--- config.mk ---
export PLATFORM = sky130hd
export DESIGN_NAME = skyline_rect_packer_top
export DESIGN_NICKNAME = d
export VERILOG_FILES = /design/src/rtl/srp_pkg.sv /design/src/rtl/srp_ctrl.sv /design/src/rtl/srp_dp.sv /design/src/rtl/skyline_rect_packer_top.sv
export SDC_FILE = /design/constraint.sdc
export NUM_CORES = 2
export LEC_CHECK = 0
export BUFFER_PORTS_ARGS = -buffer_cell sky130_fd_sc_hd__clkbuf_2
export CAP_MARGIN = 20
export CORE_ASPECT_RATIO = 0.8
export CORE_MARGIN = 10
export CORE_UTILIZATION = 35
export CTS_CLUSTER_DIAMETER = 80
export DETAILED_ROUTE_END_ITERATION = 10
export PLACE_DENSITY = 0.58
export SLEW_MARGIN = 10
export SYNTH_ARGS = -nofsm -noshare
export SYNTH_HDL_FRONTEND = slang
export SYNTH_SLANG_ARGS = --single-unit
--- constraint.sdc ---
create_clock -name aclk -period 11.18 [get_ports aclk]
set_input_delay 0 -clock aclk [delete_from_list [all_inputs] [get_ports aclk]]
set_output_delay 0 -clock aclk [all_outputs]
set_load 0.05 [all_outputs]
--- src/rtl/srp_pkg.sv ---
package srp_pkg;

    localparam int SRP_MAX_SEGMENTS = 64;
    localparam int FW = 13;

    localparam logic [FW-1:0] AREA_RESET = 13'd1024;

    localparam logic [1:0] ST_OK    = 2'd0;
    localparam logic [1:0] ST_NOFIT = 2'd1;
    localparam logic [1:0] ST_FULL  = 2'd2;

    localparam logic [1:0] CFG_AREA_WIDTH  = 2'd0;
    localparam logic [1:0] CFG_AREA_HEIGHT = 2'd1;

    localparam logic REQ_PACK  = 1'b0;
    localparam logic REQ_CLEAR = 1'b1;

    typedef struct packed {
        logic [FW-1:0] x;
        logic [FW-1:0] h;
        logic [FW-1:0] w;
    } seg_t;

    typedef enum logic [4:0] {
        CMD_NONE, CMD_INIT, CMD_LOAD, CMD_CLEAR, CMD_NOFIT, CMD_FULL,
        CMD_SCAN, CMD_NEXTI, CMD_BEGIN, CMD_ADV, CMD_HIT, CMD_RDL,
        CMD_LATL, CMD_PLAN, CMD_MVRD, CMD_MVWR, CMD_PUT, CMD_EMIT
    } dp_cmd_t;

    typedef struct packed {
        logic is_clear;
        logic zero_size;
        logic x_fail;
        logic h_fail;
        logic fit_done;
        logic j_end;
        logic i_last;
        logic found;
        logic full;
        logic mv_any;
        logic out_free;
    } dp_status_t;

endpackage

--- src/rtl/srp_ctrl.sv ---
module srp_ctrl (
    input  logic               aclk,
    input  logic               aresetn,
    input  logic               s_tvalid,
    input  srp_pkg::dp_status_t st,
    output srp_pkg::dp_cmd_t   cmd,
    output logic               s_tready
);
    import srp_pkg::*;

    typedef enum logic [12:0] {
        S_INIT   = 13'b0000000000001,
        S_IDLE   = 13'b0000000000010,
        S_START  = 13'b0000000000100,
        S_CHK    = 13'b0000000001000,
        S_STEP   = 13'b0000000010000,
        S_DECIDE = 13'b0000000100000,
        S_RDL    = 13'b0000001000000,
        S_RDR    = 13'b0000010000000,
        S_MVRD   = 13'b0000100000000,
        S_MVWR   = 13'b0001000000000,
        S_PUT    = 13'b0010000000000,
        S_DONE   = 13'b0100000000000,
        S_SPARE  = 13'b1000000000000
    } state_t;

    state_t state_reg, state_next;

    always_ff @(posedge aclk) begin
        if (!aresetn) begin
            state_reg <= S_INIT;
        end else begin
            state_reg <= state_next;
        end
    end

    assign s_tready = (state_reg == S_IDLE);

    always_comb begin
        state_next = state_reg;
        cmd        = CMD_NONE;
        case (state_reg)
            S_INIT: begin
                cmd        = CMD_INIT;
                state_next = S_IDLE;
            end
            S_IDLE: begin
                if (s_tvalid) begin
                    cmd        = CMD_LOAD;
                    state_next = S_START;
                end
            end
            S_START: begin
                if (st.is_clear) begin
                    cmd        = CMD_CLEAR;
                    state_next = S_DONE;
                end else if (st.zero_size) begin
                    cmd        = CMD_NOFIT;
                    state_next = S_DONE;
                end else begin
                    cmd        = CMD_SCAN;
                    state_next = S_CHK;
                end
            end
            S_CHK: begin
                if (st.x_fail) begin
                    cmd        = CMD_NEXTI;
                    state_next = st.i_last ? S_DECIDE : S_CHK;
                end else begin
                    cmd        = CMD_BEGIN;
                    state_next = S_STEP;
                end
            end
            S_STEP: begin
                if (st.h_fail) begin
                    cmd        = CMD_NEXTI;
                    state_next = st.i_last ? S_DECIDE : S_CHK;
                end else if (st.fit_done) begin
                    cmd        = CMD_HIT;
                    state_next = st.i_last ? S_DECIDE : S_CHK;
                end else if (st.j_end) begin
                    cmd        = CMD_NEXTI;
                    state_next = st.i_last ? S_DECIDE : S_CHK;
                end else begin
                    cmd        = CMD_ADV;
                    state_next = S_STEP;
                end
            end
            S_DECIDE: begin
                if (!st.found) begin
                    cmd        = CMD_NOFIT;
                    state_next = S_DONE;
                end else if (st.full) begin
                    cmd        = CMD_FULL;
                    state_next = S_DONE;
                end else begin
                    cmd        = CMD_RDL;
                    state_next = S_RDL;
                end
            end
            S_RDL: begin
                cmd        = CMD_LATL;
                state_next = S_RDR;
            end
            S_RDR: begin
                cmd        = CMD_PLAN;
                state_next = S_MVRD;
            end
            S_MVRD: begin
                if (st.mv_any) begin
                    cmd        = CMD_MVRD;
                    state_next = S_MVWR;
                end else begin
                    state_next = S_PUT;
                end
            end
            S_MVWR: begin
                cmd        = CMD_MVWR;
                state_next = S_MVRD;
            end
            S_PUT: begin
                cmd        = CMD_PUT;
                state_next = S_DONE;
            end
            S_DONE: begin
                if (st.out_free) begin
                    cmd        = CMD_EMIT;
                    state_next = S_IDLE;
                end
            end
            default: begin
                state_next = S_INIT;
            end
        endcase
    end

endmodule

--- src/rtl/srp_dp.sv ---
module srp_dp #(
    parameter int MAX_SEGMENTS = srp_pkg::SRP_MAX_SEGMENTS
) (
    input  logic                aclk,
    input  logic                aresetn,
    input  srp_pkg::dp_cmd_t    cmd,
    output srp_pkg::dp_status_t st,
    input  logic [31:0]         s_tdata,
    input  logic [0:0]          s_tuser,
    input  logic                cfg_valid,
    input  logic [1:0]          cfg_index,
    input  logic [15:0]         cfg_data,
    output logic                m_tvalid,
    input  logic                m_tready,
    output logic [31:0]         m_tdata,
    output logic [1:0]          m_tuser
);
    import srp_pkg::*;

    localparam int IW = (MAX_SEGMENTS > 1) ? $clog2(MAX_SEGMENTS) : 1;
    localparam int CW = $clog2(MAX_SEGMENTS + 1);

    seg_t seg_mem [MAX_SEGMENTS];
    seg_t rd_data_reg;
    logic [IW-1:0] rd_addr, wr_addr;
    logic          wr_en;
    seg_t          wr_data;

    logic [FW-1:0] aw_reg, ah_reg;
    logic          m_valid_reg;
    logic [31:0]   m_data_reg;
    logic [1:0]    m_user_reg;

    logic          op_reg;
    logic [FW-1:0] rw_reg, rh_reg;
    logic [CW-1:0] count_reg, i_reg, j_reg;
    logic [FW-1:0] y_reg, left_reg, wi_reg, xi_reg;
    logic          found_reg;
    logic [CW-1:0] best_reg, best_e_reg;
    logic [FW-1:0] best_y_reg, best_w_reg, best_x_reg, best_cover_reg;
    logic          best_part_reg;
    seg_t          left_seg_reg;
    logic          ml_reg, mr_reg, back_reg;
    logic [FW-1:0] wr_w_reg;
    logic [CW-1:0] d_reg, s_reg, k_reg, mv_cnt_reg, newcnt_reg;
    logic [1:0]    res_status_reg;
    logic [FW-1:0] res_x_reg, res_y_reg;

    seg_t          rd;
    logic [FW-1:0] y_max, nh;
    logic [CW-1:0] i_inc, j_inc, best_dec, d_next, s_next, k_dst;
    logic          better, ml_next, mr_next;

    assign rd       = rd_data_reg;
    assign i_inc    = i_reg + 1'b1;
    assign j_inc    = j_reg + 1'b1;
    assign best_dec = best_reg - 1'b1;
    assign y_max    = (rd.h > y_reg) ? rd.h : y_reg;
    assign nh       = best_y_reg + rh_reg;
    assign better   = !found_reg || (y_max < best_y_reg) ||
                      ((y_max == best_y_reg) && (wi_reg < best_w_reg));
    assign ml_next  = (best_reg != '0) && (left_seg_reg.h == nh);
    assign mr_next  = (best_e_reg < count_reg) && (rd.h == nh);
    assign d_next   = best_reg + CW'(!ml_next);
    assign s_next   = best_e_reg + CW'(mr_next);
    assign k_dst    = k_reg + d_reg - s_reg;

    assign st.is_clear  = (op_reg == REQ_CLEAR);
    assign st.zero_size = (rw_reg == '0) || (rh_reg == '0);
    assign st.x_fail    = ({1'b0, rd.x} + {1'b0, rw_reg}) > {1'b0, aw_reg};
    assign st.h_fail    = ({1'b0, y_max} + {1'b0, rh_reg}) > {1'b0, ah_reg};
    assign st.fit_done  = (left_reg <= rd.w);
    assign st.j_end     = (j_inc >= count_reg);
    assign st.i_last    = (i_inc >= count_reg);
    assign st.found     = found_reg;
    assign st.full      = (count_reg >= CW'(MAX_SEGMENTS));
    assign st.mv_any    = (mv_cnt_reg != '0);
    assign st.out_free  = !m_valid_reg || m_tready;

    assign m_tvalid = m_valid_reg;
    assign m_tdata  = m_data_reg;
    assign m_tuser  = m_user_reg;

    always_comb begin
        rd_addr = '0;
        wr_en   = 1'b0;
        wr_addr = '0;
        wr_data = '0;
        case (cmd)
            CMD_NEXTI, CMD_HIT: rd_addr = i_inc[IW-1:0];
            CMD_BEGIN:          rd_addr = i_reg[IW-1:0];
            CMD_ADV:            rd_addr = j_inc[IW-1:0];
            CMD_RDL:            rd_addr = best_dec[IW-1:0];
            CMD_LATL:           rd_addr = best_e_reg[IW-1:0];
            CMD_MVRD:           rd_addr = k_reg[IW-1:0];
            CMD_INIT: begin
                wr_en   = 1'b1;
                wr_data = '{x: '0, h: '0, w: AREA_RESET};
            end
            CMD_CLEAR: begin
                wr_en   = 1'b1;
                wr_data = '{x: '0, h: '0, w: aw_reg};
            end
            CMD_MVWR: begin
                wr_en   = 1'b1;
                wr_addr = k_dst[IW-1:0];
                wr_data = rd;
                // the partly covered segment keeps only its uncovered right part
                if ((k_reg == s_reg) && best_part_reg) begin
                    wr_data.x = rd.x + best_cover_reg;
                    wr_data.w = rd.w - best_cover_reg;
                end
            end
            CMD_PUT: begin
                wr_en     = 1'b1;
                wr_addr   = ml_reg ? best_dec[IW-1:0] : best_reg[IW-1:0];
                wr_data.x = ml_reg ? left_seg_reg.x : best_x_reg;
                wr_data.h = nh;
                wr_data.w = (ml_reg ? left_seg_reg.w : '0) + rw_reg +
                            (mr_reg ? wr_w_reg : '0);
            end
            default: begin
                rd_addr = '0;
            end
        endcase
    end

    always_ff @(posedge aclk) begin
        rd_data_reg <= seg_mem[rd_addr];
        if (wr_en) begin
            seg_mem[wr_addr] <= wr_data;
        end
    end

    always_ff @(posedge aclk) begin
        if (!aresetn) begin
            aw_reg      <= AREA_RESET;
            ah_reg      <= AREA_RESET;
            m_valid_reg <= 1'b0;
        end else begin
            if (cfg_valid && (cfg_index == CFG_AREA_WIDTH)) begin
                aw_reg <= cfg_data[FW-1:0];
            end
            if (cfg_valid && (cfg_index == CFG_AREA_HEIGHT)) begin
                ah_reg <= cfg_data[FW-1:0];
            end
            if (cmd == CMD_EMIT) begin
                m_valid_reg <= 1'b1;
            end else if (m_tready) begin
                m_valid_reg <= 1'b0;
            end
        end
    end

    always_ff @(posedge aclk) begin
        case (cmd)
            CMD_INIT: begin
                count_reg <= CW'(1);
            end
            CMD_LOAD: begin
                op_reg <= s_tuser[0];
                rw_reg <= s_tdata[FW-1:0];
                rh_reg <= s_tdata[2*FW-1:FW];
            end
            CMD_CLEAR: begin
                count_reg      <= CW'(1);
                res_status_reg <= ST_OK;
                res_x_reg      <= '0;
                res_y_reg      <= '0;
            end
            CMD_NOFIT: begin
                res_status_reg <= ST_NOFIT;
                res_x_reg      <= '0;
                res_y_reg      <= '0;
            end
            CMD_FULL: begin
                res_status_reg <= ST_FULL;
                res_x_reg      <= '0;
                res_y_reg      <= '0;
            end
            CMD_SCAN: begin
                i_reg     <= '0;
                found_reg <= 1'b0;
            end
            CMD_NEXTI: begin
                i_reg <= i_inc;
            end
            CMD_BEGIN: begin
                y_reg    <= rd.h;
                left_reg <= rw_reg;
                j_reg    <= i_reg;
                wi_reg   <= rd.w;
                xi_reg   <= rd.x;
            end
            CMD_ADV: begin
                y_reg    <= y_max;
                left_reg <= left_reg - rd.w;
                j_reg    <= j_inc;
            end
            CMD_HIT: begin
                i_reg <= i_inc;
                if (better) begin
                    found_reg      <= 1'b1;
                    best_reg       <= i_reg;
                    best_y_reg     <= y_max;
                    best_w_reg     <= wi_reg;
                    best_x_reg     <= xi_reg;
                    best_part_reg  <= (left_reg < rd.w);
                    best_e_reg     <= (left_reg < rd.w) ? j_reg : j_inc;
                    best_cover_reg <= left_reg;
                end
            end
            CMD_LATL: begin
                left_seg_reg <= rd;
            end
            CMD_PLAN: begin
                ml_reg     <= ml_next;
                mr_reg     <= mr_next;
                wr_w_reg   <= rd.w;
                d_reg      <= d_next;
                s_reg      <= s_next;
                back_reg   <= (d_next > s_next);
                // move the tail from its end when it grows, else from its start
                k_reg      <= (d_next > s_next) ? (count_reg - 1'b1) : s_next;
                mv_cnt_reg <= count_reg - s_next;
                newcnt_reg <= d_next + count_reg - s_next;
            end
            CMD_MVWR: begin
                k_reg      <= back_reg ? (k_reg - 1'b1) : (k_reg + 1'b1);
                mv_cnt_reg <= mv_cnt_reg - 1'b1;
            end
            CMD_PUT: begin
                count_reg      <= newcnt_reg;
                res_status_reg <= ST_OK;
                res_x_reg      <= best_x_reg;
                res_y_reg      <= best_y_reg;
            end
            CMD_EMIT: begin
                m_data_reg <= {6'd0, res_y_reg, res_x_reg};
                m_user_reg <= res_status_reg;
            end
            default: begin
                op_reg <= op_reg;
            end
        endcase
    end

endmodule

--- src/rtl/skyline_rect_packer_top.sv ---
// Skyline rectangle packer: lowest fit first, ties to the narrower start segment.
// Input channel s_*: one word per request. s_tuser[0] selects pack (0) or
// clear (1); s_tdata carries rect_width and rect_height. Output channel m_*:
// one word per request, m_tuser holds the status (placed/cleared, no fit,
// table full) and m_tdata the placed position, zero unless placed.
// Configuration channel cfg_*: index 0 sets area_width, index 1 area_height;
// it is always ready and must be written only while no request is in flight.
// A clear resets the skyline to one flat segment. A pack scans every segment
// as a start point, one segment read per cycle from the segment memory, then
// moves the tail segments on insert or merge, with a read and a write per
// segment moved, and writes the new segment.
// After reset the INIT state writes the flat initial segment, then s_tready rises.
// A finished result sits in the output register; the next request is taken
// while it waits, and that request holds at its end until m_tready frees it.
module skyline_rect_packer_top #(
    parameter int MAX_SEGMENTS = srp_pkg::SRP_MAX_SEGMENTS
) (
    input  logic        aclk,
    input  logic        aresetn,
    input  logic        s_tvalid,
    output logic        s_tready,
    input  logic [31:0] s_tdata,   // [12:0] rect_width, [25:13] rect_height, rest zero
    input  logic [0:0]  s_tuser,   // [0] op
    output logic        m_tvalid,
    input  logic        m_tready,
    output logic [31:0] m_tdata,   // [12:0] pos_x, [25:13] pos_y, rest zero
    output logic [1:0]  m_tuser,   // [1:0] status
    input  logic        cfg_valid,
    output logic        cfg_ready,
    input  logic [1:0]  cfg_index,
    input  logic [15:0] cfg_data
);
    import srp_pkg::*;

    dp_cmd_t    cmd;
    dp_status_t st;

    assign cfg_ready = 1'b1;

    srp_ctrl u_ctrl (
        .aclk     (aclk),
        .aresetn  (aresetn),
        .s_tvalid (s_tvalid),
        .st       (st),
        .cmd      (cmd),
        .s_tready (s_tready)
    );

    srp_dp #(
        .MAX_SEGMENTS (MAX_SEGMENTS)
    ) u_dp (
        .aclk      (aclk),
        .aresetn   (aresetn),
        .cmd       (cmd),
        .st        (st),
        .s_tdata   (s_tdata),
        .s_tuser   (s_tuser),
        .cfg_valid (cfg_valid),
        .cfg_index (cfg_index),
        .cfg_data  (cfg_data),
        .m_tvalid  (m_tvalid),
        .m_tready  (m_tready),
        .m_tdata   (m_tdata),
        .m_tuser   (m_tuser)
    );

endmodule

==> impl_metrics.yaml <==
run_status:
  outcome: "finished, final reports clean"
routing:
  vias: 77862
  drt_first_iter_violations: 11133
  routedWlPerCell_um: 29.0
  drcViolationCount: 0
  viasPerCell: 5.67
  first_pass_iters: 8
  drt-total-wl_um: 398000
  ant_nets: 0
setup_path:
  r2r_start: "u_dp.y_reg[8]$_DFFE_PP_"
  worstPathRequired_ns: 11.89
  setup.worst_path.start_class: "register"
  r2r_cells: 47
  critical_path.most_common_cell: "o21ai_0"
  slowest_delay_ns: 0.63
  cpMaxStageDelayCell: "or4_4"
  critPathLaunch: "u_dp.y_reg[8]$_DFFE_PP_"
  worstSetupPathType: "register to register"
  arrival_ns: 10.92
  critPathCaptureType: "register"
  worstPathMaxFanout: 11
timing:
  setup_viol: 0
  post-route-period-util_pct: 91.4
  slew_viol_final: 0
  fmax_mhz: 97.9
  hold_viol: 0
  rsz0062_at_grt: "false"
  fin_tns_setup_ns: 0
  tightest_slew_ns: 1.17
  relSlewSlack_pct: 21.6
  skew_ns: 0.0611
  fin_crit_ns: 10.21
clocking:
  clkLatencyLatePin_ns: 0.91
  cts_root_buf: "clkbuf_16"
  cts_max_level: 5
  cts_tree: "done"
  clk_pin_slew_ns: 0.07
  numCtsBuffers: 288
  cts.sinks: 2887
  clk_path_buf_depth: 4
logic_synthesis:
  synth_seq_cells: 2887
  synth_edf_count: 2809
  yosysUniqueCellTypes: 107
  synthesis.area_um2: 121000
  yosys_warnings: 0
  ys.flop_type: "edfxtp_1"
  syn_inst: 8438
  synth-async-reset-ratio_pct: 0
  synth.yosys.seq_area_share_pct: 70.9
  yosys.area_share.simple_pct: 8.93
  synth_compound_area_share_pct: 8.41
  synth.avg_cell_area_um2: 14.4
  synth_mux_area_share_pct: 4.89
  synth_xor_area_share_pct: 1.20
  synth_fa_ha_area_share_pct: 2.77
  synth_top_family_by_area: "simple AND/OR/NAND/NOR gates"
grt:
  grt_pass1_wl_um: 556000
  antenna_found_initial: 21
  grt_max_degree: 80
  grtUsageTotal_pct: 20.5
  overflow: 0
  grt_pass1_vias: 72885
power_and_ir_drop:
  peakVddDrop_mv: 0.123
  pwr_density_cell_nw_per_um2: 159
  p_leak_nw: 54.8
floorplanning:
  start_util_pct: 35.1
  core_um2: 345000
  die_y_um: 546
  io_pins: 93
  dieArea_um2: 370000
  num_rows: 193
  dieWidth_um: 678
min_path:
  hp-start: "s_tvalid"
  min_path_type: "input port to register"
  min_path_cells: 3
placed_design:
  dpl_cell_area_um2: 130000
  gp_congestion: 0.895
  hpwl_um: 249000
  io_buffers: 76
finish:
  drive_gt1_share_pct: 13.4
  final_common_cell: "edfxtp_1"
  largest_reg_flops: 2496
  design_area_um2: 141000
  final_cell_mix: "2809 x edfxtp_1, 1250 x nand2_1, 523 x mux2i_1, 395 x buf_4, 365 x nand3_1"
  nets: 9229
  syn_to_final_growth_pct: 16.0
run:
  maxCapViolations: 0
final timing paths:
kind / end / slack (ns)
min: u_ctrl.state_reg[2]$_SDFFE_PN0P_ / 0.08
max reg2reg: u_dp.rd[21]$_DFF_P_ / 0.97
max: u_dp.rd[21]$_DFF_P_ / 0.97
min reg2reg: u_dp.best_x_reg[2]$_DFFE_PP_ / 0.40
power breakdown:
group,switching [W],leakage [nW],internal (W)
clock,0.00417,4.40,0.00531
sequential,0.000111,31.7,0.0118
combinational,0.000553,18.6,0.000345
total,0.00484,54.8,0.0175
layer usage:
layer / global-route usage [%] / part of all wire (%) / vias to the layer above
met5: 0 / 0.0053 / -
met4: 5.03 / 2.7 / 4
met3: 4.25 / 11 / 554
met2: 30.0 / 43 / 4409
met1: 31.1 / 44 / 39812
li1: - / - / 33083
critical path, delay by kind of cell (launching register included):
family | cells | cell delay [ns]
xor+xnor | 1 | 0.15
flops | 1 | 0.36
simple gates | 14 | 3.01
buf+inv | 6 | 0.92
compound gates | 21 | 4.12
mux | 1 | 0.25
fa+ha+maj | 4 | 1.19
repair_timing:
item,4_1_cts,5_1_grt
resized for setup,0,0
setup endpoints to repair,0,7
hold buffers,106,0
endpoints found under the hold margin,98,0
setup buffers,0,4
synth_stat cells, drive strengths merged (43+ instances only):
library cell,count,area [um^2]
a31oi,116,726
edfxtp,2809,84400
clkbuf,157,589
nor2,246,953
a221oi,128,1160
a211oi,160,1260
o22ai,147,920
dfxtp,78,1560
xnor2,102,893
and2,111,694
mux2i,523,5240
a21oi,347,1740
o21ai,123,623
ha,217,2720
nor2b,49,307
inv,252,946
mux2,62,698
nor3,80,457
buf,309,2020
nor4,43,309
and3,87,544
a21o,50,375
xor2,64,561
o21bai,46,345
nand3,375,1900
nand2,1255,4720
layout make-up:
cell class | instances | area, um^2
Inverter | 252 | 946
Fill cell | 31183 | 205000
Timing Repair Buffer | 657 | 6000
Sequential cell | 2887 | 85900
Clock inverter | 137 | 1210
Tap cell | 4582 | 5730
Multi-Input combinational cell | 4838 | 33000
Antenna cell | 7 | 17.5
Clock buffer | 363 | 7790
per-stage QoR:
step | hold slack, ns | utilization, % | power [W] | instances | worst slack (ns)
CTS | 0.0155 | 40.7 | 0.0224 | 13711 | 0.717
floorplan | 0.0989 | - | 0.0126 | 8443 | 0.854
finish | 0.0759 | 40.7 | 0.0223 | 13723 | 0.967
global route | 0.0452 | 40.7 | 0.0229 | 13716 | 0.0718
detailed placement | 0.179 | 37.8 | 0.0130 | 13105 | 0.829
global placement | 0.180 | 37.8 | 0.0130 | 13104 | 0.511
cells by family after synthesis:
logic type               count (synthesis)
buffers and inverters                  718
flip-flops                            2887
adder cells (fa/ha/maj)                249
AO/OA/AOI/OAI                         1458
AND/OR/NAND/NOR                       2373
XOR/XNOR                               166
other                                    2
multiplexers                           585
(Power assumes the default switching activity.)
